--- src/rtl/bfc_pkg.sv ---
// Shared constants, types and helper functions of the box frustum cull block.
package bfc_pkg;

	// Block configuration. COORD_BITS may not exceed the field width.
	localparam int PLANE_COUNT = 4;
	localparam int COORD_BITS  = 16;

	// Fixed formats.
	localparam int FIELD_W     = 16;
	localparam int NORM_W      = 16;
	localparam int NORM_FRAC   = 14;
	localparam int AXES        = 3;
	localparam int PLANE_REGS  = 4;
	localparam int PLANE_IDX_W = $clog2(PLANE_REGS);
	localparam int CFG_IDX_W   = 4;
	localparam int CFG_DATA_W  = AXES * NORM_W;
	localparam int PROD_W      = NORM_W + COORD_BITS;
	localparam int DOT_W       = PROD_W + 2;
	localparam int PIPE_DEPTH  = 3;

	// Register map.
	typedef logic [CFG_IDX_W-1:0] cfg_idx_t;
	localparam cfg_idx_t REG_NORMAL_BASE = cfg_idx_t'(0);
	localparam cfg_idx_t REG_OFFSET_BASE = cfg_idx_t'(PLANE_REGS);
	localparam cfg_idx_t REG_END         = cfg_idx_t'(2 * PLANE_REGS);

	typedef logic [CFG_DATA_W-1:0]    cfg_data_t;
	typedef logic signed [FIELD_W-1:0] field_t;
	typedef logic signed [COORD_BITS-1:0] coord_t;
	typedef logic signed [NORM_W-1:0]  norm_t;
	typedef logic signed [COORD_BITS-1:0] offset_t;
	typedef logic signed [PROD_W-1:0]  prod_t;
	typedef logic signed [DOT_W-1:0]   dot_t;

	// One plane as the datapath sees it.
	typedef struct packed {
		norm_t   nz;
		norm_t   ny;
		norm_t   nx;
		offset_t off;
	} plane_t;

	// Low COORD_BITS of a field, read as two's complement.
	function automatic coord_t to_coord(field_t f);
		return coord_t'(f[COORD_BITS-1:0]);
	endfunction

	// Normal component of one axis: 0 is x, 1 is y, 2 is z.
	function automatic norm_t norm_axis(plane_t pl, int unsigned axis);
		norm_t n;
		unique case (axis)
			0:       n = pl.nx;
			1:       n = pl.ny;
			default: n = pl.nz;
		endcase
		return n;
	endfunction

endpackage

--- src/rtl/bfc_corner_sel.sv ---
// Stage 1: per plane and axis, picks the box coordinate that maximizes the dot product.
module bfc_corner_sel (
	input  logic             clk,
	input  logic             arst_n,
	input  bfc_pkg::plane_t  planes [bfc_pkg::PLANE_COUNT],
	input  bfc_pkg::coord_t  lo [bfc_pkg::AXES],
	input  bfc_pkg::coord_t  hi [bfc_pkg::AXES],
	input  logic             in_valid,
	output logic             in_ready,
	output bfc_pkg::coord_t  sel_s1 [bfc_pkg::PLANE_COUNT][bfc_pkg::AXES],
	output logic             valid_s1,
	input  logic             out_ready
);
	import bfc_pkg::*;

	logic pick_hi [PLANE_COUNT][AXES];

	// A stage takes an item when empty or when its item moves on.
	assign in_ready = !valid_s1 || out_ready;

	// The best corner takes the larger coordinate for a non-negative normal
	// component and the smaller one otherwise; swapped corners need no care.
	always_comb begin
		for (int p = 0; p < PLANE_COUNT; p++) begin
			for (int a = 0; a < AXES; a++) begin
				pick_hi[p][a] = (norm_axis(planes[p], a) >= 0) == (hi[a] >= lo[a]);
			end
		end
	end

	// Stage valid.
	always_ff @(posedge clk or negedge arst_n) begin
		if (!arst_n) begin
			valid_s1 <= 1'b0;
		end else if (in_ready) begin
			valid_s1 <= in_valid;
		end
	end

	// Stage payload.
	always_ff @(posedge clk) begin
		if (in_valid && in_ready) begin
			for (int p = 0; p < PLANE_COUNT; p++) begin
				for (int a = 0; a < AXES; a++) begin
					sel_s1[p][a] <= pick_hi[p][a] ? hi[a] : lo[a];
				end
			end
		end
	end

endmodule

--- config.mk ---
export PLATFORM = sky130hd
export DESIGN_NAME = bfc_corner_sel
export DESIGN_NICKNAME = d
export VERILOG_FILES = /design/src/rtl/bfc_pkg.sv /design/src/rtl/bfc_corner_sel.sv
export SDC_FILE = /design/constraint.sdc
export NUM_CORES = 1
export LEC_CHECK = 0
export BUFFER_PORTS_ARGS = -buffer_cell sky130_fd_sc_hd__buf_2
export CAP_MARGIN = 0
export CORE_AREA = 2 2 211 213
export CTS_CLUSTER_DIAMETER = 30
export DETAILED_ROUTE_END_ITERATION = 16
export DIE_AREA = 0 0 213 215
export PLACE_DENSITY = 0.5
export SYNTH_ARGS = -nofsm -noshare
export SYNTH_HDL_FRONTEND = slang
export SYNTH_SLANG_ARGS = --single-unit
--- constraint.sdc ---
create_clock -name clk -period 6.7 [get_ports clk]
set_clock_uncertainty 0.1 [all_clocks]
set_input_delay 1.675 -clock clk [delete_from_list [all_inputs] [get_ports clk]]
set_output_delay 1.675 -clock clk [all_outputs]
set_load 0.005 [all_outputs]
Word level (Yosys, flattened, before mapping)
Cells that the tools add are included.
W data, S select, Z words.
{ "totals": {"register_bits": 193, "input_bits": 356, "out_inout_bits": 194} }
{ "classes": {"n_lt_le_gt_ge": 15, "eq_ne": 12, "n_mux": 12, "reduce_logical": 3} }
{ "op_table": {"columns": ["cell", "n"], "rows": [
  ["$ge A16 B1 Y1 const B", 12],
  ["$mux W16", 12],
  ["$ge A16 B16 Y1", 3],
  ["$eq A1 B1 Y1", 12],
  ["$logic_and A1 B1 Y1", 1],
  ["$logic_not A1 Y1", 1],
  ["$logic_or A1 B1 Y1", 1]
]} }

Logic depth before layout (Yosys ltp)
{ "depth": {"ltp_word": 3, "ltp_mapped": 10, "mapped_depth_nobuf": 9} }

Least setup slack after synthesis
Ideal clock, no wire load.
{ "synth_timing": {"kind": "in2reg", "from": "input out_ready", "to": "register sel_s1[0] in the netlist's numbering, enable pin", "setup_ns": 0.576, "arrival_time_ns": 6.224, "required_ns": 6.024, "setup_slack_ns": -0.201, "cell_stages": 2, "cell_sequence": "nand2b_1 > and2_1"} }
{ "synth_via": {"elab_chain_cells": 2} }
{ "synth_lines": {"columns": ["item", "line", "text"], "rows": [
  ["start: declaration", "bfc_corner_sel.sv:12", "input logic out_ready"],
  ["$logic_or A1 B1 Y1", "bfc_corner_sel.sv:19", "assign in_ready = !valid_s1 || out_ready;"],
  ["$logic_and A1 B1 Y1", "bfc_corner_sel.sv:42", "if (in_valid && in_ready) begin"],
  ["end signal: indexed assignment", "bfc_corner_sel.sv:45", "sel_s1[p][a] <= pick_hi[p][a] ? hi[a] : lo[a];"],
  ["end: declaration", "bfc_corner_sel.sv:10", "output bfc_pkg::coord_t sel_s1 [bfc_pkg::PLANE_COUNT][bfc_pkg::AXES],"]
]} }
No other way between the ends.
A chain may end at the register's enable or synchronous reset.

Worst setup path in the final report
{ "layout_timing": {"from": "input lo[25] in the netlist's numbering", "to": "register sel_s1[171] in the netlist's numbering, data pin"} }
{ "layout_via": {"elab_chain_cells": 3} }
{ "layout_lines": {"columns": ["item", "line", "text"], "rows": [
  ["start: declaration", "bfc_corner_sel.sv:6", "input bfc_pkg::coord_t lo [bfc_pkg::AXES],"],
  ["$ge A16 B16 Y1", "bfc_corner_sel.sv:26", "pick_hi[p][a] = (norm_axis(planes[p], a) >= 0) == (hi[a] >= lo[a]);"],
  ["$eq A1 B1 Y1", "bfc_corner_sel.sv:26", null],
  ["$mux W16", "bfc_corner_sel.sv:45", null]
]} }
No other way between the ends.

==> run metrics <==
Final Hold Violating Endpoints=0; Layout Nets=between 1000 and 1500; fillers=~4500; vias in the first global route=~6300; #FFs+latches synth=approximately 190; post-CTS setup buffer count=0; commonest cells after routing, fill and taps aside=buf_2, edfxtp_1, mux2_2, inv_1, ha_1; crit path cell chain=buf_2, inv_1, ha_1, a21o_1, a21oi_1, o22ai_1, or4b_1, mux2_4, xnor2_4, mux2_2; CP startpoint kind=input port; CP arrival=about 4600 ps; clk slew on worst S/H paths=roughly 80 ps; DR WL/cell=approximately 18 um; CP max-delay cell=xnor2_4; detailed placer's ending HPWL=19600 um; Routed Antenna Nets=0; starting density of the core=~22%; total gr overflow=0; area grow syn2layout=29.5%; overall routing resource usage=11.9%; layout cells sized above 1=58.8%; endpoint class of the critical path=register; Pre-antenna DRT Iters=4; Max FO, Critical Path=16; hold path start=valid_s1; row count=77; clock latency at the later pin of the worst-skew pair=around 460 ps; Placer Congestion=~0.75; CTS tree=built; worst path required time=6820 ps; Post-CTS Hold Fix Bufs=0; Synth Instances=between 500 and 600; CP peak stage delay=between 600 and 700 ps; maxcap violations=0; sequential cell area fraction in the yosys report=60.7%; TritonCTS Sinks=~190; mapped cell area=0.00955 sq mm; die width=about 210 um; post_cts resized=0; origin of the critical flop-to-flop path=valid_s1; final setup TNS=0 ps; worst setup path startpoint=lo[25]; total CTS buffers=17; DR vias/cell=between 3 and 4; Buffers & Inverters on Critical Path=2; drt initial violations=approximately 290; status=completed; worst-margin pin slew=approximately 1000 ps; power per cell area=258 mW/mm^2; I/O pins=between 500 and 600; unrepaired setup endpoints after global routing=false; Vias=about 6000; VDD IR max=about 0.00031 V; largest net degree at the start of global routing=roughly 120; antenna violations before repair=3; Syn. warnings=0; Final Cycle Share=between 60% and 70%; critical path type=input port to register; die extent in y=around 220 um; root buf cell=clkbuf_16; Die ar.=roughly 0.046 sq mm; Routed WL=roughly 27000 um; commonest non-fill, non-tap cell in the layout=buf_2; first-pass GRT wire length=39900 um; PortBufs=approximately 310; Post-Place Cells=~1500; deepest clock path buffer count=2; Leak Pwr=a little under 5 nW; HP Class=register to register; H-Tree Depth=4; Tmin final=approximately 4500 ps; highest clock rate=222 MHz; Core Box Area=roughly 0.044 sq mm; max-slew violation count=0; CP top delay family=multiplexers; Post-Layout Cell Count=between 1500 and 2000; syn_nets=between 900 and 1000; library cells used by synthesis=35; antenna cells=0; # setup viols final=0; Slew headroom=33.2%; Post-route DRC=0; synthesized area per cell=between 15 and 20 sq um
-- through the flow --
step	hold WS, ps	util [%]	power [mW]	instance area (sq um)	worst slack [ps]
3_5_place_dp	421	27.1	2.24	11800	1680
3_3_place_gp	409	27.1	2.24	11800	1660
5_1_grt	483	28.3	3.36	12400	2080
4_1_cts	443	28.3	3.26	12400	2190
2_1_floorplan	437	-	1.96	9550	1960
6_report	434	28.3	3.20	12400	2210
-- path summary, 6_finish.rpt --
path | cells past startpoint | slack, ps | end
worst min-delay path | 2 | 430 | valid_s1
worst max register to register | 3 | 4770 | sel_s1[72]
worst min register to register | 2 | 430 | valid_s1
max in group asynchronous | 1 | 5540 | valid_s1
min in group asynchronous | 1 | 870 | valid_s1
worst max-delay path | 10 | 2210 | sel_s1[171]
-- flip-flops by register name, summed over array words and instances, names as in the netlist --
name and count:
sel_s1 192, valid_s1 1
-- routing by layer --
metal	up-vias	global-route usage, %	share of wire (%)	wire length (um)
met5	-	0	0.082	22
met4	6	3.89	1.5	405
met3	29	6.93	13	3490
met2	235	17.7	43	11600
met1	2869	14.2	42	11400
li1	2893	-	-	-
-- logic make-up after synthesis --
kind of cell	Yosys count	share of synthesized area, %
fa+ha+maj	48	6.29
flops	193	60.7
buf+inv	62	3.22
simple gates	40	2.32
compound gates	35	2.27
mux	194	23.0
xor+xnor	12	2.20
-- cell type report --
cell class	count	area, sq um	share of cell area (%)
Multi-Input combinational cell	329	3470	28.1
Timing Repair Buffer	316	1620	13.1
Inverter	50	188	1.52
Clock inverter	14	124	1.00
Tap cell	592	741	5.99
Sequential cell	193	5790	46.8
Clock buffer	18	429	3.47
-- power by group --
part	internal [mW]	switching, mW	total [mW]
combinational	0.339	0.347	0.686
sequential	1.48	0.0268	1.51
clock	0.488	0.511	0.999
-- Yosys cell counts --
cell,count,area [sq um]
xnor2_4,4,110
nor2_1,7,26.3
a211oi_1,4,30.0
xor2_2,4,65.1
nor4bb_1,1,10.0
nor2b_1,3,18.8
buf_6,8,90.1
inv_1,50,188
nand3_1,3,15.0
o21ai_0,9,45.0
a21oi_1,11,55.1
nand2b_1,2,12.5
nand4_1,10,62.6
nand2_1,4,15.0
nor3b_1,1,7.51
and3_1,1,6.26
ha_1,48,601
mux2i_4,1,22.5
a211oi_2,1,12.5
dfrtp_1,1,25.0
mux2_1,12,135
o211ai_1,3,22.5
o21bai_1,1,7.51
buf_4,4,30.0
o221ai_1,1,8.76
nor4_1,1,6.26
o22ai_1,2,12.5
xor2_1,4,35.0
a21o_1,3,22.5
or4b_1,1,10.0
edfxtp_1,192,5770
nor3_1,5,25.0
mux2_2,180,2030
and2_1,1,6.26
mux2_4,1,15.0
-- worst reg2reg max path: stages, from the launching register on --
cell,delay (ps)
dfrtp_1,380
nand2b_1,100
and2_4,170
buf_4,700
Note: power is estimated with default switching activity, not from simulation.
