[config.mk]
export PLATFORM = sky130hd
export DESIGN_NAME = bfc_plane_cmp
export DESIGN_NICKNAME = d
export VERILOG_FILES = /design/src/rtl/bfc_pkg.sv /design/src/rtl/bfc_plane_cmp.sv
export SDC_FILE = /design/constraint.sdc
export NUM_CORES = 1
export LEC_CHECK = 0
export BUFFER_PORTS_ARGS = -buffer_cell sky130_fd_sc_hd__buf_2
export CORE_AREA = 4 4 248 250
export CTS_BUF_LIST = sky130_fd_sc_hd__clkbuf_8
export DETAILED_ROUTE_END_ITERATION = 7
export DIE_AREA = 0 0 252 254
export PLACE_DENSITY = 0.5
export SETUP_SLACK_MARGIN = 0.4
export SKIP_CTS_REPAIR_TIMING = 1
export SYNTH_ARGS = -nofsm -noshare
export SYNTH_HDL_FRONTEND = slang
export SYNTH_SLANG_ARGS = --single-unit
[constraint.sdc]
create_clock -name clk -period 0.95 [get_ports clk]
set_input_delay 0.19 -clock clk [delete_from_list [all_inputs] [get_ports clk]]
set_output_delay 0.19 -clock clk [all_outputs]
set_load 0.05 [all_outputs]
[src/rtl/bfc_pkg.sv]
// Shared constants, types and helper functions of the box frustum cull block.
package bfc_pkg;

	// Block configuration. COORD_BITS may not exceed the field width.
	localparam int PLANE_COUNT = 4;
	localparam int COORD_BITS  = 16;

	// Fixed formats.
	localparam int FIELD_W     = 16;
	localparam int NORM_W      = 16;
	localparam int NORM_FRAC   = 14;
	localparam int AXES        = 3;
	localparam int PLANE_REGS  = 4;
	localparam int PLANE_IDX_W = $clog2(PLANE_REGS);
	localparam int CFG_IDX_W   = 4;
	localparam int CFG_DATA_W  = AXES * NORM_W;
	localparam int PROD_W      = NORM_W + COORD_BITS;
	localparam int DOT_W       = PROD_W + 2;
	localparam int PIPE_DEPTH  = 3;

	// Register map.
	typedef logic [CFG_IDX_W-1:0] cfg_idx_t;
	localparam cfg_idx_t REG_NORMAL_BASE = cfg_idx_t'(0);
	localparam cfg_idx_t REG_OFFSET_BASE = cfg_idx_t'(PLANE_REGS);
	localparam cfg_idx_t REG_END         = cfg_idx_t'(2 * PLANE_REGS);

	typedef logic [CFG_DATA_W-1:0]    cfg_data_t;
	typedef logic signed [FIELD_W-1:0] field_t;
	typedef logic signed [COORD_BITS-1:0] coord_t;
	typedef logic signed [NORM_W-1:0]  norm_t;
	typedef logic signed [COORD_BITS-1:0] offset_t;
	typedef logic signed [PROD_W-1:0]  prod_t;
	typedef logic signed [DOT_W-1:0]   dot_t;

	// One plane as the datapath sees it.
	typedef struct packed {
		norm_t   nz;
		norm_t   ny;
		norm_t   nx;
		offset_t off;
	} plane_t;

	// Low COORD_BITS of a field, read as two's complement.
	function automatic coord_t to_coord(field_t f);
		return coord_t'(f[COORD_BITS-1:0]);
	endfunction

	// Normal component of one axis: 0 is x, 1 is y, 2 is z.
	function automatic norm_t norm_axis(plane_t pl, int unsigned axis);
		norm_t n;
		unique case (axis)
			0:       n = pl.nx;
			1:       n = pl.ny;
			default: n = pl.nz;
		endcase
		return n;
	endfunction

endpackage

[src/rtl/bfc_plane_cmp.sv]
// Stage 3: sums the products, compares against each offset and merges the planes.
module bfc_plane_cmp (
	input  logic             clk,
	input  logic             arst_n,
	input  bfc_pkg::plane_t  planes [bfc_pkg::PLANE_COUNT],
	input  bfc_pkg::prod_t   prod_s2 [bfc_pkg::PLANE_COUNT][bfc_pkg::AXES],
	input  logic             valid_s2,
	output logic             in_ready,
	output logic             outside_s3,
	output logic             valid_s3,
	input  logic             out_ready
);
	import bfc_pkg::*;

	dot_t                   dot   [PLANE_COUNT];
	dot_t                   limit [PLANE_COUNT];
	logic [PLANE_COUNT-1:0] behind;

	assign in_ready = !valid_s3 || out_ready;

	// The best corner is behind a plane when its dot product does not exceed
	// the offset scaled to Q1.14; then no corner is in front.
	always_comb begin
		for (int p = 0; p < PLANE_COUNT; p++) begin
			dot[p] = '0;
			for (int a = 0; a < AXES; a++) begin
				dot[p] = dot[p] + dot_t'(prod_s2[p][a]);
			end
			limit[p]  = dot_t'(planes[p].off) <<< NORM_FRAC;
			behind[p] = dot[p] <= limit[p];
		end
	end

	// Stage valid; this stage is the output register.
	always_ff @(posedge clk or negedge arst_n) begin
		if (!arst_n) begin
			valid_s3 <= 1'b0;
		end else if (in_ready) begin
			valid_s3 <= valid_s2;
		end
	end

	// Stage payload.
	always_ff @(posedge clk) begin
		if (valid_s2 && in_ready) begin
			outside_s3 <= |behind;
		end
	end

endmodule

* After elaboration in Yosys (flattened, before gate mapping)
Cells that the tools add are included.
** Operators by class
- Add/subtract/negate cells :: 8
- Multipliers :: 0
- Divide/modulo/power cells :: 0
- Order comparisons :: 4
- Equal/unequal tests :: 0
- Shift-type cells :: 0
- Mux-type cells :: 0
- Bitwise operators :: 0
- Reduce and logical (&&, ||, !) cells :: 4
** Operator list (number)
- $add A33 B32 Y34 :: 4
- $le A34 B30 Y1 :: 4
- $add A32 B32 Y33 :: 4
- $reduce_or A4 Y1 :: 1
- $logic_and A1 B1 Y1 :: 1
- $logic_not A1 Y1 :: 1
- $logic_or A1 B1 Y1 :: 1
** Word-level totals
- Register bits after elaboration :: 2
- Latch bits :: 0
- Memory bits (writable) :: 0
- Bits in read-only memories :: 0
- Bits of input ports :: 644
- Output and inout bits :: 3
- Logic and storage cells :: 18
- Memories kept :: 0

* Depth between registers and ports, before layout
- Word-level depth :: 4
- Depth in mapped cells :: 25
- Depth with buffers taken out :: 25

* Worst setup path before layout
OpenSTA, ideal clock, no wires.
- Path type :: input to register
- From :: input port prod_s2[97] (netlist bit)
- To :: register outside_s3, data pin
- Library setup time :: 0.158 ns
- Arrival :: 4.585 ns
- Data required time :: 0.792 ns
- Setup slack :: -3.793 ns
- Stages on the path :: 24
- Buffers on the path :: 0
- Cells stage by stage :: fa_1 > ha_1 > inv_1 > fa_1 > nand2b_1 > a21oi_1 > o31ai_1 > a31oi_1 > a311o_1 > a21oi_1 > o21bai_1 > a21boi_1 > o21ai_1 > xor2_1 > ha_1 > nand4_1 > nor2_1 > o2111ai_1 > a2111oi_0 > nand4_1 > or4_1 > o41ai_1 > nor3_1 > o211ai_1
** Between the ends
- Longest elaborated chain between the ends :: 3
** Ends and longest elaborated chain
- from (decl) :: RTL line bfc_plane_cmp.sv:6 : input bfc_pkg::prod_t prod_s2 [bfc_pkg::PLANE_COUNT][bfc_pkg::AXES],
- $add A33 B32 Y34 :: RTL line bfc_plane_cmp.sv:27 : dot[p] = dot[p] + dot_t'(prod_s2[p][a]);
- $le A34 B30 Y1 :: RTL line bfc_plane_cmp.sv:30 : behind[p] = dot[p] <= limit[p];
- $reduce_or A4 Y1 :: RTL line bfc_plane_cmp.sv:46 : outside_s3 <= |behind;
- to (signal assigned) :: RTL line bfc_plane_cmp.sv:46
- to (decl) :: RTL line bfc_plane_cmp.sv:9 : output logic outside_s3,
Every way passes these cells.
A chain may end at the register's enable or synchronous reset.

* Final worst setup path
- From :: input port prod_s2[264] (netlist bit)
- To :: register outside_s3, data pin
** Between the ends
- Longest elaborated chain between the ends :: 4
** Ends and longest elaborated chain (RTL line)
- $add A32 B32 Y33 :: bfc_plane_cmp.sv:27
- $add A33 B32 Y34 :: bfc_plane_cmp.sv:27
- $le A34 B30 Y1 :: bfc_plane_cmp.sv:30
- $reduce_or A4 Y1 :: bfc_plane_cmp.sv:46
Every way passes these cells.

==> flow_summary_export.csv <==
group,metric,value,unit
run_status,status,"finished with violations",
run_status,violations,"negative setup slack",
route,drt_wl_total,46900,um
yosys,synth_cell_types,72,
setup_path,cp-start-kind,"input pin",
timing,worst_slew_pin_slew,0.423,ns
timing,clock_skew,0.00286,ns
global_route,grt_pass1_vias,13100,
route,via_per_inst,4.33,
placement,io_buffer_count,454,
clocking,cts-root-buf,"clkbuf_8",
setup_path,cpPeakStageDelay,0.59,ns
worst_hold_path,hp-start,"valid_s2",
timing,final-hold-violation-count,0,
yosys,ys_seq_area_frac,0.00504,
setup_path,cp.arrival,5.12,ns
floorplanning,die_area,64000,sq um
placement,dp_cells,2854,
setup_path,required,1.00,ns
route,via_count,12400,
timing,clock.fmax,0.197,GHz
global_route,grt_antenna_before_repair,5,
setup_path,worstPathCellList,"buf_2 > fa_1 > ha_4 > and3_1 > buf_4 > and3_1 > a31oi_4 > a31oi_4 > buf_4 > a211o_1 > nand3_1 > nand2_1 > a31oi_2 > xnor2_1 > ha_1 > nand4_1 > or3b_4 > nor3_4 > o211ai_1 > a211o_1 > o41ai_2 > buf_4 > nor3_1 > o211ai_1",
yosys,async_flop_share,0.500,
setup_path,cp-startpoint,"prod_s2[264]",
timing,rsz0062_at_grt,"yes",
route,drt-pass1-iter-count,5,
setup_path,cp_slowest_cell,"fa_1",
floorplanning,die-height,254,um
yosys,synth_edf_count,1,
final_layout,drive_above_1_share,0.447,
timing,whs,0.193,ns
floorplanning,num_rows,89,
setup_path,critPathKind,"input pin to register",
setup_path,path_common_cell,"buf_4",
yosys,synth.yosys.warnings,0,
yosys,syn_inst,1275,
yosys,netlist.area_leader.share,0.242,
clocking,htree_num_levels,1,
global_route,grt_pass1_wl,70500,um
setup_path,path_delay_family,"compound AO/OA/AOI/OAI gates",
floorplanning,start_util,0.185,
setup_path,crit_fanout,3,
yosys,synth_fp_nets,2259,
placement,routabilityCongestion,0.886,
setup_path,critPathCaptureType,"register",
timing,fin_ws,-4.12,ns
route,postRouteAntennaNets,0,
job,cap_viol_max_count,0,
clocking,clockBufferDepth,2,
setup_path,r2r_start,"valid_s3$_DFFE_PN0N_",
timing,fin_crit_sh,5.34,
yosys,syn_area_per_cell,8.57,sq um
clocking,cts_tree,"done",
timing,slew_violations,0,
route,dr.first_iter.drc_count,425,
worst_hold_path,hold_path_class,"input pin to register",
final_layout,multi_input_comb_area,11100,sq um
global_route,overflow,0,
yosys,synth_commonest_cells,"ha_1, fa_1, a21oi_1",
clocking,cts_sinks,2,
yosys,yosysTopAreaCell,"fa_1",
final_layout,seqCellArea,56.3,sq um
setup_path,critPathBufInv,4,
route,wl_per_cell,16.3,um
yosys,synth_most_common_cell,"ha_1",
timing,period_needed,5.07,ns
final_layout,fillers,6308,
clocking,clk_pin_slew,0.03,ns
clocking,clock_latency,0.22,ns
clocking,cts-buffers-inserted,3,
pwr,pwr_density_cell,1320,nW/um^2
yosys,syn-cell-area,10900,sq um
final_layout,finalNonFillerCells,2872,
global_route,grtUsageTotal,0.138,
placement,dp_hpwl,44400,um
yosys,synth-seq-cells,2,
timing,slew_headroom,0.716,
yosys,synthFlopType,"edfxtp_1",
yosys,synth_area_leaders,"fa_1, ha_1, a21oi_1, xnor2_1, a21o_1",
final_layout,syn2layout_area_growth,61.6,%
timing,setup_violations,4,
pwr,p_leak,0.00893,uW
global_route,grt_max_degree,8,
floorplanning,die_w,252,um
floorplanning,coreArea,59000,sq um
route,drc,0,
final_layout,fin_nets,3083,
pwr,peakVddDrop,0.422,mV
floorplanning,io_pins,647,
flip-flops by register name, indices dropped and copies added (netlist names):
name        cells
outside_s3      1
valid_s3        1
through the flow:
step	total power, uW	util	instance area, sq um	setup TNS [ns]	setup WS [ns]
6_report	23300	0.299	17700	-4.31	-4.12
4_1_cts	22500	0.289	17000	-5.14	-4.69
3_5_place_dp	21900	0.288	17000	-4.91	-4.88
2_1_floorplan	12200	-	11100	-3.81	-3.61
3_3_place_gp	21700	0.288	17000	-4.77	-4.77
5_1_grt	26000	0.299	17600	-4.67	-4.43
kinds of logic after synthesis:
| kind of cell | Yosys count | synth area share |
|---|---|---|
| AO/OA/AOI/OAI | 396 | 0.241 |
| XOR/XNOR | 94 | 0.0754 |
| adder cells (fa/ha/maj) | 340 | 0.480 |
| buffers and inverters | 110 | 0.0385 |
| flip-flops | 2 | 0.00504 |
| multiplexers | 3 | 0.00286 |
| AND/OR/NAND/NOR | 330 | 0.157 |
cell type report:
cell class              count  share of cell area
clock buffers               3             0.00234
clock inverters             1            0.000213
inverters                 107              0.0228
repair buffers            822               0.287
flip-flops and latches      2             0.00319
diodes                      1            0.000142
multi-input cells        1163               0.629
well taps                 773              0.0548
final timing paths:
check | endpoint | slack (ns) | cells past startpoint
worst min-delay path | valid_s3$_DFFE_PN0N_ | 0.19 | 2
min in group asynchronous | valid_s3$_DFFE_PN0N_ | 0.29 | 2
worst max register to register | outside_s3$_DFFE_PP_ | 0.01 | 2
max in group asynchronous | valid_s3$_DFFE_PN0N_ | 0.57 | 2
worst min register to register | valid_s3$_DFFE_PN0N_ | 0.57 | 2
worst max-delay path | outside_s3$_DFFE_PP_ | -4.12 | 24
power breakdown:
part	leakage [uW]	switching [uW]	internal [uW]
clock network	0.0000269	79.7	275
registers	0.0000187	12.4	117
logic	0.00889	11000	11800
total	0.00893	11100	12200
layout by cell type (no fill, tap or decap), drive strengths merged, types with 8 or more instances in the layout:
master	n
ha	208
or2	8
o211ai	13
nor2	71
o22ai	8
a31oi	12
o21bai	14
buf	821
a211oi	10
o21a	15
o31ai	9
a21boi	10
xor2	28
a21oi	119
and3	15
xnor2	66
inv	108
a21o	70
nor3	26
nand3	27
nor2b	25
fa	132
nand2b	31
nand2	63
nand4	24
o21ai	67
routing by layer:
layer | part of all wire | GRT usage | routed length [um]
met1 | 0.51 | 0.211 | 23900
met2 | 0.44 | 0.224 | 20600
met3 | 0.047 | 0.0114 | 2200
met4 | 0.0043 | 0.00599 | 202
met5 | 0.00058 | 0 | 27
No activity file was read; power rests on OpenSTA's default activity.
