### config.mk
export PLATFORM = sky130hd
export DESIGN_NAME = bfc_cfg_regs
export DESIGN_NICKNAME = d
export VERILOG_FILES = /design/src/rtl/bfc_pkg.sv /design/src/rtl/bfc_cfg_regs.sv
export SDC_FILE = /design/constraint.sdc
export NUM_CORES = 1
export LEC_CHECK = 0
export BUFFER_PORTS_ARGS = -buffer_cell sky130_fd_sc_hd__buf_2
export CAP_MARGIN = 10
export CELL_PAD_IN_SITES_DETAIL_PLACEMENT = 0
export CELL_PAD_IN_SITES_GLOBAL_PLACEMENT = 1
export CORE_UTILIZATION = 35
export DETAILED_ROUTE_END_ITERATION = 7
export PLACE_DENSITY_LB_ADDON = 0.1
export SLEW_MARGIN = 40
export SYNTH_ARGS = -nofsm -noshare
export SYNTH_HDL_FRONTEND = slang
export SYNTH_SLANG_ARGS = --single-unit
export TNS_END_PERCENT = 50
### constraint.sdc
create_clock -name clk -period 1.1 [get_ports clk]
set_input_delay 0.165 -clock clk [delete_from_list [all_inputs] [get_ports clk]]
set_output_delay 0.165 -clock clk [all_outputs]
set_load 0.05 [all_outputs]
### src/rtl/bfc_pkg.sv
// Shared constants, types and helper functions of the box frustum cull block.
package bfc_pkg;

	// Block configuration. COORD_BITS may not exceed the field width.
	localparam int PLANE_COUNT = 4;
	localparam int COORD_BITS  = 16;

	// Fixed formats.
	localparam int FIELD_W     = 16;
	localparam int NORM_W      = 16;
	localparam int NORM_FRAC   = 14;
	localparam int AXES        = 3;
	localparam int PLANE_REGS  = 4;
	localparam int PLANE_IDX_W = $clog2(PLANE_REGS);
	localparam int CFG_IDX_W   = 4;
	localparam int CFG_DATA_W  = AXES * NORM_W;
	localparam int PROD_W      = NORM_W + COORD_BITS;
	localparam int DOT_W       = PROD_W + 2;
	localparam int PIPE_DEPTH  = 3;

	// Register map.
	typedef logic [CFG_IDX_W-1:0] cfg_idx_t;
	localparam cfg_idx_t REG_NORMAL_BASE = cfg_idx_t'(0);
	localparam cfg_idx_t REG_OFFSET_BASE = cfg_idx_t'(PLANE_REGS);
	localparam cfg_idx_t REG_END         = cfg_idx_t'(2 * PLANE_REGS);

	typedef logic [CFG_DATA_W-1:0]    cfg_data_t;
	typedef logic signed [FIELD_W-1:0] field_t;
	typedef logic signed [COORD_BITS-1:0] coord_t;
	typedef logic signed [NORM_W-1:0]  norm_t;
	typedef logic signed [COORD_BITS-1:0] offset_t;
	typedef logic signed [PROD_W-1:0]  prod_t;
	typedef logic signed [DOT_W-1:0]   dot_t;

	// One plane as the datapath sees it.
	typedef struct packed {
		norm_t   nz;
		norm_t   ny;
		norm_t   nx;
		offset_t off;
	} plane_t;

	// Low COORD_BITS of a field, read as two's complement.
	function automatic coord_t to_coord(field_t f);
		return coord_t'(f[COORD_BITS-1:0]);
	endfunction

	// Normal component of one axis: 0 is x, 1 is y, 2 is z.
	function automatic norm_t norm_axis(plane_t pl, int unsigned axis);
		norm_t n;
		unique case (axis)
			0:       n = pl.nx;
			1:       n = pl.ny;
			default: n = pl.nz;
		endcase
		return n;
	endfunction

endpackage

### src/rtl/bfc_cfg_regs.sv
// Plane configuration registers: normals and offsets, written through the config channel.
module bfc_cfg_regs (
	input  logic                 clk,
	input  logic                 arst_n,
	input  logic                 cfg_valid,
	output logic                 cfg_ready,
	input  bfc_pkg::cfg_idx_t    cfg_index,
	input  bfc_pkg::cfg_data_t   cfg_data,
	output bfc_pkg::plane_t      planes [bfc_pkg::PLANE_COUNT]
);
	import bfc_pkg::*;

	logic [CFG_DATA_W-1:0] normal_q [PLANE_REGS];
	logic [FIELD_W-1:0]    offset_q [PLANE_REGS];
	logic [CFG_IDX_W-1:0]  offset_idx;

	// Writes never stall.
	assign cfg_ready  = 1'b1;
	assign offset_idx = cfg_index - REG_OFFSET_BASE;

	// Register write decode; indexes past the map are dropped.
	always_ff @(posedge clk or negedge arst_n) begin
		if (!arst_n) begin
			for (int i = 0; i < PLANE_REGS; i++) begin
				normal_q[i] <= '0;
				offset_q[i] <= '0;
			end
		end else if (cfg_valid && cfg_ready) begin
			priority if (cfg_index < REG_OFFSET_BASE) begin
				normal_q[cfg_index[PLANE_IDX_W-1:0]] <= cfg_data;
			end else if (cfg_index < REG_END) begin
				offset_q[offset_idx[PLANE_IDX_W-1:0]] <= cfg_data[FIELD_W-1:0];
			end else begin
				// An index past the map leaves every register as it is.
			end
		end
	end

	// Unpack the tested planes.
	always_comb begin
		for (int p = 0; p < PLANE_COUNT; p++) begin
			planes[p].nx  = norm_t'(normal_q[p][NORM_W-1:0]);
			planes[p].ny  = norm_t'(normal_q[p][2*NORM_W-1:NORM_W]);
			planes[p].nz  = norm_t'(normal_q[p][3*NORM_W-1:2*NORM_W]);
			planes[p].off = offset_t'(offset_q[p][COORD_BITS-1:0]);
		end
	end

endmodule

# --- Word level (Yosys, flattened, before mapping) ---
# Cells that the tools add are included.
classes:
  n_addsub: 1
  magnitude_cmp: 6
  muxes: 6
  n_bitwise: 3
  reduce_logical: 4
op_table:
  columns: ["cell", "n"]
  rows:
  - ["bitwise mux 192 bit", 1]
  - ["demux 48 bit (select 2 bit)", 1]
  - ["bitwise mux 64 bit", 1]
  - ["two-way mux 48 bit", 1]
  - ["demux 16 bit (select 2 bit)", 1]
  - ["two-way mux 16 bit", 1]
  - ["greater-or-equal comparator 3 bit (second input constant)", 2]
  - ["< comparator 3 x 1 -> 1 bit (second input constant)", 2]
  - ["inverter 2 -> 3 bit", 2]
  - ["< comparator 4 x 3 -> 1 bit (second input constant)", 1]
  - ["< comparator 4 bit (second input constant)", 1]
  - ["AND reduction 3 bit", 1]
  - ["logical AND 1 bit", 2]
  - ["AND reduction 2 bit", 1]
  - ["subtractor 2 x 1 -> 2 bit (second input constant)", 1]
  - ["inverter 1 bit", 1]
word_totals:
  reg_bits: 256
  input_bits: 55
  wordCells: 28

# --- Depth between registers and ports, before layout ---
# Gate-level depths: netlist of the first run.
depth:
  ltp_word: 7
  ltp_mapped: 5
  mapped_depth_nobuf: 3

# --- Worst setup path before layout of the first run ---
# OpenSTA, ideal clock, no wires.
synth_path:
  path_kind: "in2reg"
  startpoint: "input port cfg_index[3]"
  endpoint: "register normal_q (netlist bit planes[43])"
  setup_ns: 0.125
  t_arrival_ns: 1.299
  t_required_ns: 0.975
  path_slack_ns: -0.324
  path_stages: 5
  path_buffers: 2
  path_cell_list: "nand2b_1 > nor3_1 > buf_2 > buf_4 > mux2_2"
synth_between:
  elab_chain_cells: 2
synth_lines:
  columns: ["element", "line", "source"]
  rows:
  - ["start, declared", "bfc_cfg_regs.sv:7", "input bfc_pkg::cfg_idx_t cfg_index,"]
  - ["< comparator 4 x 3 -> 1 bit", "bfc_cfg_regs.sv:29", "priority if (cfg_index < REG_OFFSET_BASE) begin"]
  - ["AND reduction 2 bit (no line)", null, null]
  - ["end signal, assigned by index", "bfc_cfg_regs.sv:30", "normal_q[cfg_index[PLANE_IDX_W-1:0]] <= cfg_data;"]
  - ["end, declared", "bfc_cfg_regs.sv:13", "logic [CFG_DATA_W-1:0] normal_q [PLANE_REGS];"]
# No other way between the ends.
# A chain may end at the register's enable or synchronous reset.

# --- Worst setup path in the final report of the first run ---
layout_path:
  startpoint: "register normal_q (netlist bit planes[47])"
  endpoint: "output port planes[47] (netlist name)"
layout_lines:
  columns: ["element", "line", "source"]
  rows:
  - ["end, declared", "bfc_cfg_regs.sv:9", "output bfc_pkg::plane_t planes [bfc_pkg::PLANE_COUNT]"]
# No word-level cell between the ends.

==> results.txt, run 1 <==
Placed Area -> 0.0120 mm²
DIE AREA -> 0.0279 mm²
Final min period -> 1.28 ns
Starting Density -> 35.6%
CP delay by family, top -> flip-flops
top-count cell post-synth -> dfrtp_1
Peak VDD IR -> 1.58 mV
Seq/Total Area, Yosys -> 67.2%
WL/cell -> 19.5 µm
Hold/Removal Path Class -> primary input to register
vias in the first global route -> 7058
clock net sink count -> 256
placed insts -> 1216
Tot GR Track Use -> 18.8%
Cells after Synth -> 554
Worst-Skew Late Latency -> 0.53 ns
power density cells -> 2590 mW/mm²
NumNets Final -> 1046
fraction of layout instances using a drive strength above 1 -> 66.7%
final worst setup slack -> -0.179 ns
first-pass GRT wire length -> 40800 µm
CTS Buf Count -> 28
CTS root buffer -> clkbuf_16
critical path buffer and inverter count -> 1
CTS tree -> done
number of buffers added on ports -> 310
setup_tns -> -36.39 ns
io pins -> 312
RD Place Congestion -> 0.781
slowest CP cell -> dfrtp_1
Critical Path, Cell by Cell -> buf_6
Critical Path Source Type -> register
total power -> 39.8 mW
post-route insts no fill -> 1349
Vias -> 6407
Fill cells -> 2128
final hold vios -> 0
top-area cell type share of the netlist area -> 67.2%
HPWL after detailed placement -> 17700 µm
unrepaired setup endpoints after global routing -> yes
CTS Buffer Depth -> 3
Final setup viols -> 256
grt ovf -> 0
critical path class -> register to output port
Max Clk Rate -> 782 MHz
Worst Path Required -> 0.94 ns
CTS HTree Levels -> 1
row count -> 60
synthesized net count -> 609
routed vias/inst -> 4.75
max FFs per register -> 256
Worst path max stage delay -> 0.41 ns
top cells by area, synth -> dfrtp_1 (67%), mux2_2 (28%), mux2_1 (2.4%), buf_2 (0.79%), buf_6 (0.35%)
period utilization -> 116%
crit path capture type -> output port
crit path max fanout -> 2
CTS clk-pin slew, worst paths -> 0.06 ns
Place WS -> -0.458 ns
status -> finished, violations left
final clock skew -> 0 ns
# DRC -> 0
post-synth top area cell -> dfrtp_1
total core area -> 0.0268 mm²
Die W -> 167 µm
final number of max-transition violations -> 0
final wirelength -> 26300 µm
initial antenna violation count -> 0
Main synth FF type -> dfrtp_1
Syn Area/Cell -> 17.2 µm²
Area Growth Syn to Fin -> 61.1%
Max Cap Violations -> 0
post-route ant nets -> 0
Synth Cell Area -> 0.00953 mm²
ys async rst share -> 100%
Netlist cell types -> 17
1st-iter DRT viols -> 185
synthesis-stage register bit count -> 256
design area -> 0.0154 mm²
largest net degree at the start of global routing -> 40
Die Y-Extent -> 167 µm
Ys Warns -> 0
ANT cells -> 0
EDFF count, synth -> 0
Leakage Power -> 7.30 nW
failing checks -> negative setup slack
First-pass DRT Iterations -> 4
crit path DAT -> 1.11 ns
Post-synth top cells -> dfrtp_1 (256), mux2_2 (236), mux2_1 (20), buf_2 (15), clkbuf_1 (6)
placed cells by master, fill, tap and decap left out, types with 2 or more instances in the layout:
| cell | n |
|---|---|
| buf_6 | 256 |
| dfrtp_1 | 256 |
| mux2_2 | 207 |
| buf_4 | 59 |
| buf_2 | 53 |
| dlygate4sd3_1 | 48 |
| mux2_4 | 29 |
| clkbuf_16 | 29 |
| mux2_1 | 20 |
| buf_12 | 17 |
| clkbuf_8 | 7 |
| clkbuf_1 | 4 |
| bufinv_16 | 4 |
| nand3b_1 | 2 |
| or3_1 | 2 |
| nor2_4 | 2 |
| clkinv_2 | 2 |
report_power, final:
part	total, mW	internal [mW]	switching, mW
registers	13.3	11.6	1.64
clock network	9.79	6.16	3.63
logic	16.8	6.52	10.2
total	39.8	24.3	15.5
final timing paths:
path | startpoint | end | slack (ns) | cells past startpoint
hold / removal | cfg_data[15] | planes[31] | 0.03 | 2
hold reg to reg | planes[109] | planes[109] | 0.51 | 1
setup reg to reg | planes[111] | planes[111] | 0.04 | 3
setup / recovery | planes[47] | planes[47] | -0.18 | 1
min in group asynchronous | arst_n | planes[208] | 0.12 | 2
max in group asynchronous | arst_n | planes[15] | 0.45 | 3
metal layers:
layer / up-vias / track usage [%] / wire (µm)
li1: 2838 / - / -
met1: 3335 / 22.7 / 10700
met2: 205 / 32.3 / 13100
met3: 29 / 6.32 / 2170
met4: 0 / 4.59 / 414
met5: - / 0 / 0
area by class of cell:
| cell class | count | area, µm² | share of cell area, % |
|---|---|---|---|
| clock buffer | 40 | 837 | 5.45 |
| timing repair buffer | 434 | 4430 | 28.8 |
| tap | 341 | 427 | 2.78 |
| clock inverter | 7 | 138 | 0.896 |
| multi-input combinational | 271 | 3120 | 20.3 |
| sequential | 256 | 6410 | 41.7 |
cells by family (layout without fill, tap and decap cells):
logic type | count (synthesis) | after routing | synth area share (%)
buffers and inverters | 27 | 481 | 1.62
AND/OR/NAND/NOR | 14 | 14 | 0.853
multiplexers | 256 | 256 | 30.3
other | 1 | 1 | 0.0394
flip-flops | 256 | 256 | 67.2
stage by stage:
step	hold slack [ns]	utilization, %
finish	0.0319	57.3
global route	0.0254	57.3
CTS	0.00898	56.7
detailed placement	0.0739	44.8
global placement	0.0699	44.8
floorplan	-0.131	-
timing repair:
| item | CTS | global route |
|---|---|---|
| hold endpoints to repair | 495 | 0 |
| setup buffers | 17 | 21 |
| hold buffers | 48 | 0 |
| setup endpoints to repair | 256 | 256 |
| pin swaps | 0 | 0 |
| resized for setup | 512 | 0 |
| cloned | 0 | 0 |
(Power assumes the default switching activity.)
==> run 2, diff against run 1 <==
--- a/config.mk
+++ b/config.mk
@@ -10,8 +10,9 @@
 export CELL_PAD_IN_SITES_DETAIL_PLACEMENT = 0
 export CELL_PAD_IN_SITES_GLOBAL_PLACEMENT = 1
 export CORE_UTILIZATION = 35
+export CTS_BUF_LIST = sky130_fd_sc_hd__clkbuf_16
 export DETAILED_ROUTE_END_ITERATION = 7
-export PLACE_DENSITY_LB_ADDON = 0.1
+export PLACE_DENSITY = 0.73
 export SLEW_MARGIN = 40
 export SYNTH_ARGS = -nofsm -noshare
 export SYNTH_HDL_FRONTEND = slang
==> results.txt, run 2 (synthesis gave the netlist of run 1 again) <==
status -> finished, violations left (unchanged)
failing checks -> negative setup slack (unchanged)
First-pass DRT Iterations -> 4 (unchanged)
NumNets Final -> 1067 (was 1046)
GR Util met1 -> 23.6% (was 22.7%)
power density cells -> 2530 mW/mm² (was 2590 mW/mm²)
max FFs per register -> 256 (unchanged)
Pint -> 23.3 mW (was 24.3 mW)
clock net sink count -> 256 (unchanged)
Peak VDD IR -> 1.62 mV (was 1.58 mV)
crit path DAT -> 1.10 ns (was 1.11 ns)
final hold vios -> 0 (unchanged)
initial antenna violation count -> 0 (unchanged)
largest net degree at the start of global routing -> 49 (was 40)
GR peak layer -> met2 (unchanged)
Critical Path Source Type -> register (unchanged)
switching power -> 15.5 mW (about the same)
final worst setup slack -> -0.169 ns (was -0.179 ns)
fraction of layout instances using a drive strength above 1 -> 66.6% (was 66.7%)
Final setup viols -> 256 (unchanged)
Place WS -> -0.440 ns (was -0.458 ns)
CTS Buf Count -> 28 (unchanged)
vias in the first global route -> 6883 (was 7058)
sequential share of power -> 34.1% (was 33.3%)
Critical Path, Cell by Cell -> buf_6 (unchanged)
setup_tns -> -34.83 ns (was -36.39 ns)
clock share of power -> 22.0% (was 24.6%)
1st-iter DRT viols -> 243 (was 185)
Max Cap Violations -> 0 (unchanged)
Vias -> 6458 (was 6407)
total core area -> 0.0268 mm² (unchanged)
CTS Buffer Depth -> 3 (unchanged)
number of buffers added on ports -> 310 (unchanged)
Fill cells -> 2065 (was 2128)
Starting Density -> 35.6% (unchanged)
Max Clk Rate -> 788 MHz (was 782 MHz)
Placed Area -> 0.0120 mm² (about the same)
crit path max fanout -> 2 (unchanged)
Hold/Removal Path Class -> primary input to register (unchanged)
CP delay by family, top -> flip-flops (unchanged)
CTS HTree Levels -> 1 (unchanged)
critical path class -> register to output port (unchanged)
Worst-Skew Late Latency -> 0.52 ns (was 0.53 ns)
CTS clk-pin slew, worst paths -> 0.06 ns (about the same)
total power -> 38.8 mW (was 39.8 mW)
ANT cells -> 0 (unchanged)
crit path capture type -> output port (unchanged)
slowest CP cell -> dfrtp_1 (unchanged)
met2 GRT Util -> 31.9% (was 32.3%)
row count -> 60 (unchanged)
unrepaired setup endpoints after global routing -> yes (unchanged)
final wirelength -> 26200 µm (was 26300 µm)
Final min period -> 1.27 ns (was 1.28 ns)
grt ovf -> 0 (unchanged)
Storage cell area -> 0.00641 mm² (unchanged)
Comb power frac -> 43.9% (was 42.1%)
final clock skew -> 0 ns (unchanged)
DIE AREA -> 0.0279 mm² (unchanged)
io pins -> 312 (unchanged)
HPWL after detailed placement -> 16600 µm (was 17700 µm)
Die Y-Extent -> 167 µm (unchanged)
switch share -> 40.0% (was 39.0%)
CTS root buffer -> clkbuf_16 (unchanged)
critical path buffer and inverter count -> 1 (unchanged)
Worst path max stage delay -> 0.42 ns (was 0.41 ns)
Leakage Power -> 7.36 nW (was 7.30 nW)
post-route ant nets -> 0 (unchanged)
Area Growth Syn to Fin -> 61.2% (was 61.1%)
Worst Path Required -> 0.94 ns (about the same)
commonest non-fill, non-tap cells in the layout -> buf_6 (256), dfrtp_1 (256), mux2_2 (207) (unchanged)
first-pass GRT wire length -> 40800 µm (about the same)
RD Place Congestion -> 0.730 (was 0.781)
final number of max-transition violations -> 0 (unchanged)
WL/cell -> 19.1 µm (was 19.5 µm)
Die W -> 167 µm (unchanged)
design area -> 0.0154 mm² (about the same)
global-route met3 utilization -> 5.18% (was 6.32%)
Tot GR Track Use -> 18.7% (was 18.8%)
# DRC -> 0 (unchanged)
multi-input gate area in the final layout -> 0.00312 mm² (unchanged)
CTS tree -> done (unchanged)
routed vias/inst -> 4.71 (was 4.75)
period utilization -> 115% (was 116%)
==> run 2: metrics by stage <==
stage	hold slack (ns)	std cells	util [%]
finish	0.0324	1372	57.3
detailed placement	0.0729	1220	44.9
global route	0.0289	1372	57.3
floorplan	-0.131	554	-
CTS	0.0147	1346	56.6
global placement	0.0717	1220	44.9
==> run 2: metal layers <==
| layer | part of all wire (%) | vias to the layer above |
|---|---|---|
| met3 | 7.2 | 29 |
| li1 | - | 2883 |
| met5 | 0 | - |
| met4 | 1.5 | 0 |
| met1 | 42 | 3318 |
| met2 | 50 | 228 |
==> run 2: what timing repair did <==
action	in CTS	in global routing
hold endpoints to repair	476	0
endpoints found under the setup margin	256	256
setup buffers	29	26
hold buffers	48	0
resized for setup	512	0
==> run 2: layout make-up <==
cell class | count | share of cell area, %
Clock buffer | 29 | 4.73
Sequential cell | 256 | 41.7
Timing Repair Buffer | 455 | 29.8
Clock inverter | 20 | 0.717
Tap cell | 341 | 2.78
Multi-Input combinational cell | 271 | 20.3
==> run 2: path summary, 6_finish.rpt <==
path                                    from           to  slack, ns  cells after the start
worst max register to register   planes[107]  planes[107]       0.06                      3
worst min-delay path            cfg_data[12]   planes[28]       0.03                      2
worst min register to register   planes[117]  planes[117]       0.51                      1
max in group asynchronous             arst_n  planes[128]       0.44                      3
min in group asynchronous             arst_n   planes[57]       0.11                      2
worst max-delay path             planes[179]  planes[179]      -0.17                      1
==> run 2: power groups by stage <==
stage / Combinational, mW / Clock, mW / Sequential (mW)
2_1_floorplan: 2.11 / 0 / 20.6
3_3_place_gp: 13.4 / 0 / 12.7
3_5_place_dp: 13.5 / 0 / 12.8
4_1_cts: 16.7 / 8.81 / 13.2
5_1_grt: 17.6 / 9.20 / 13.5
6_report: 17.0 / 8.53 / 13.2
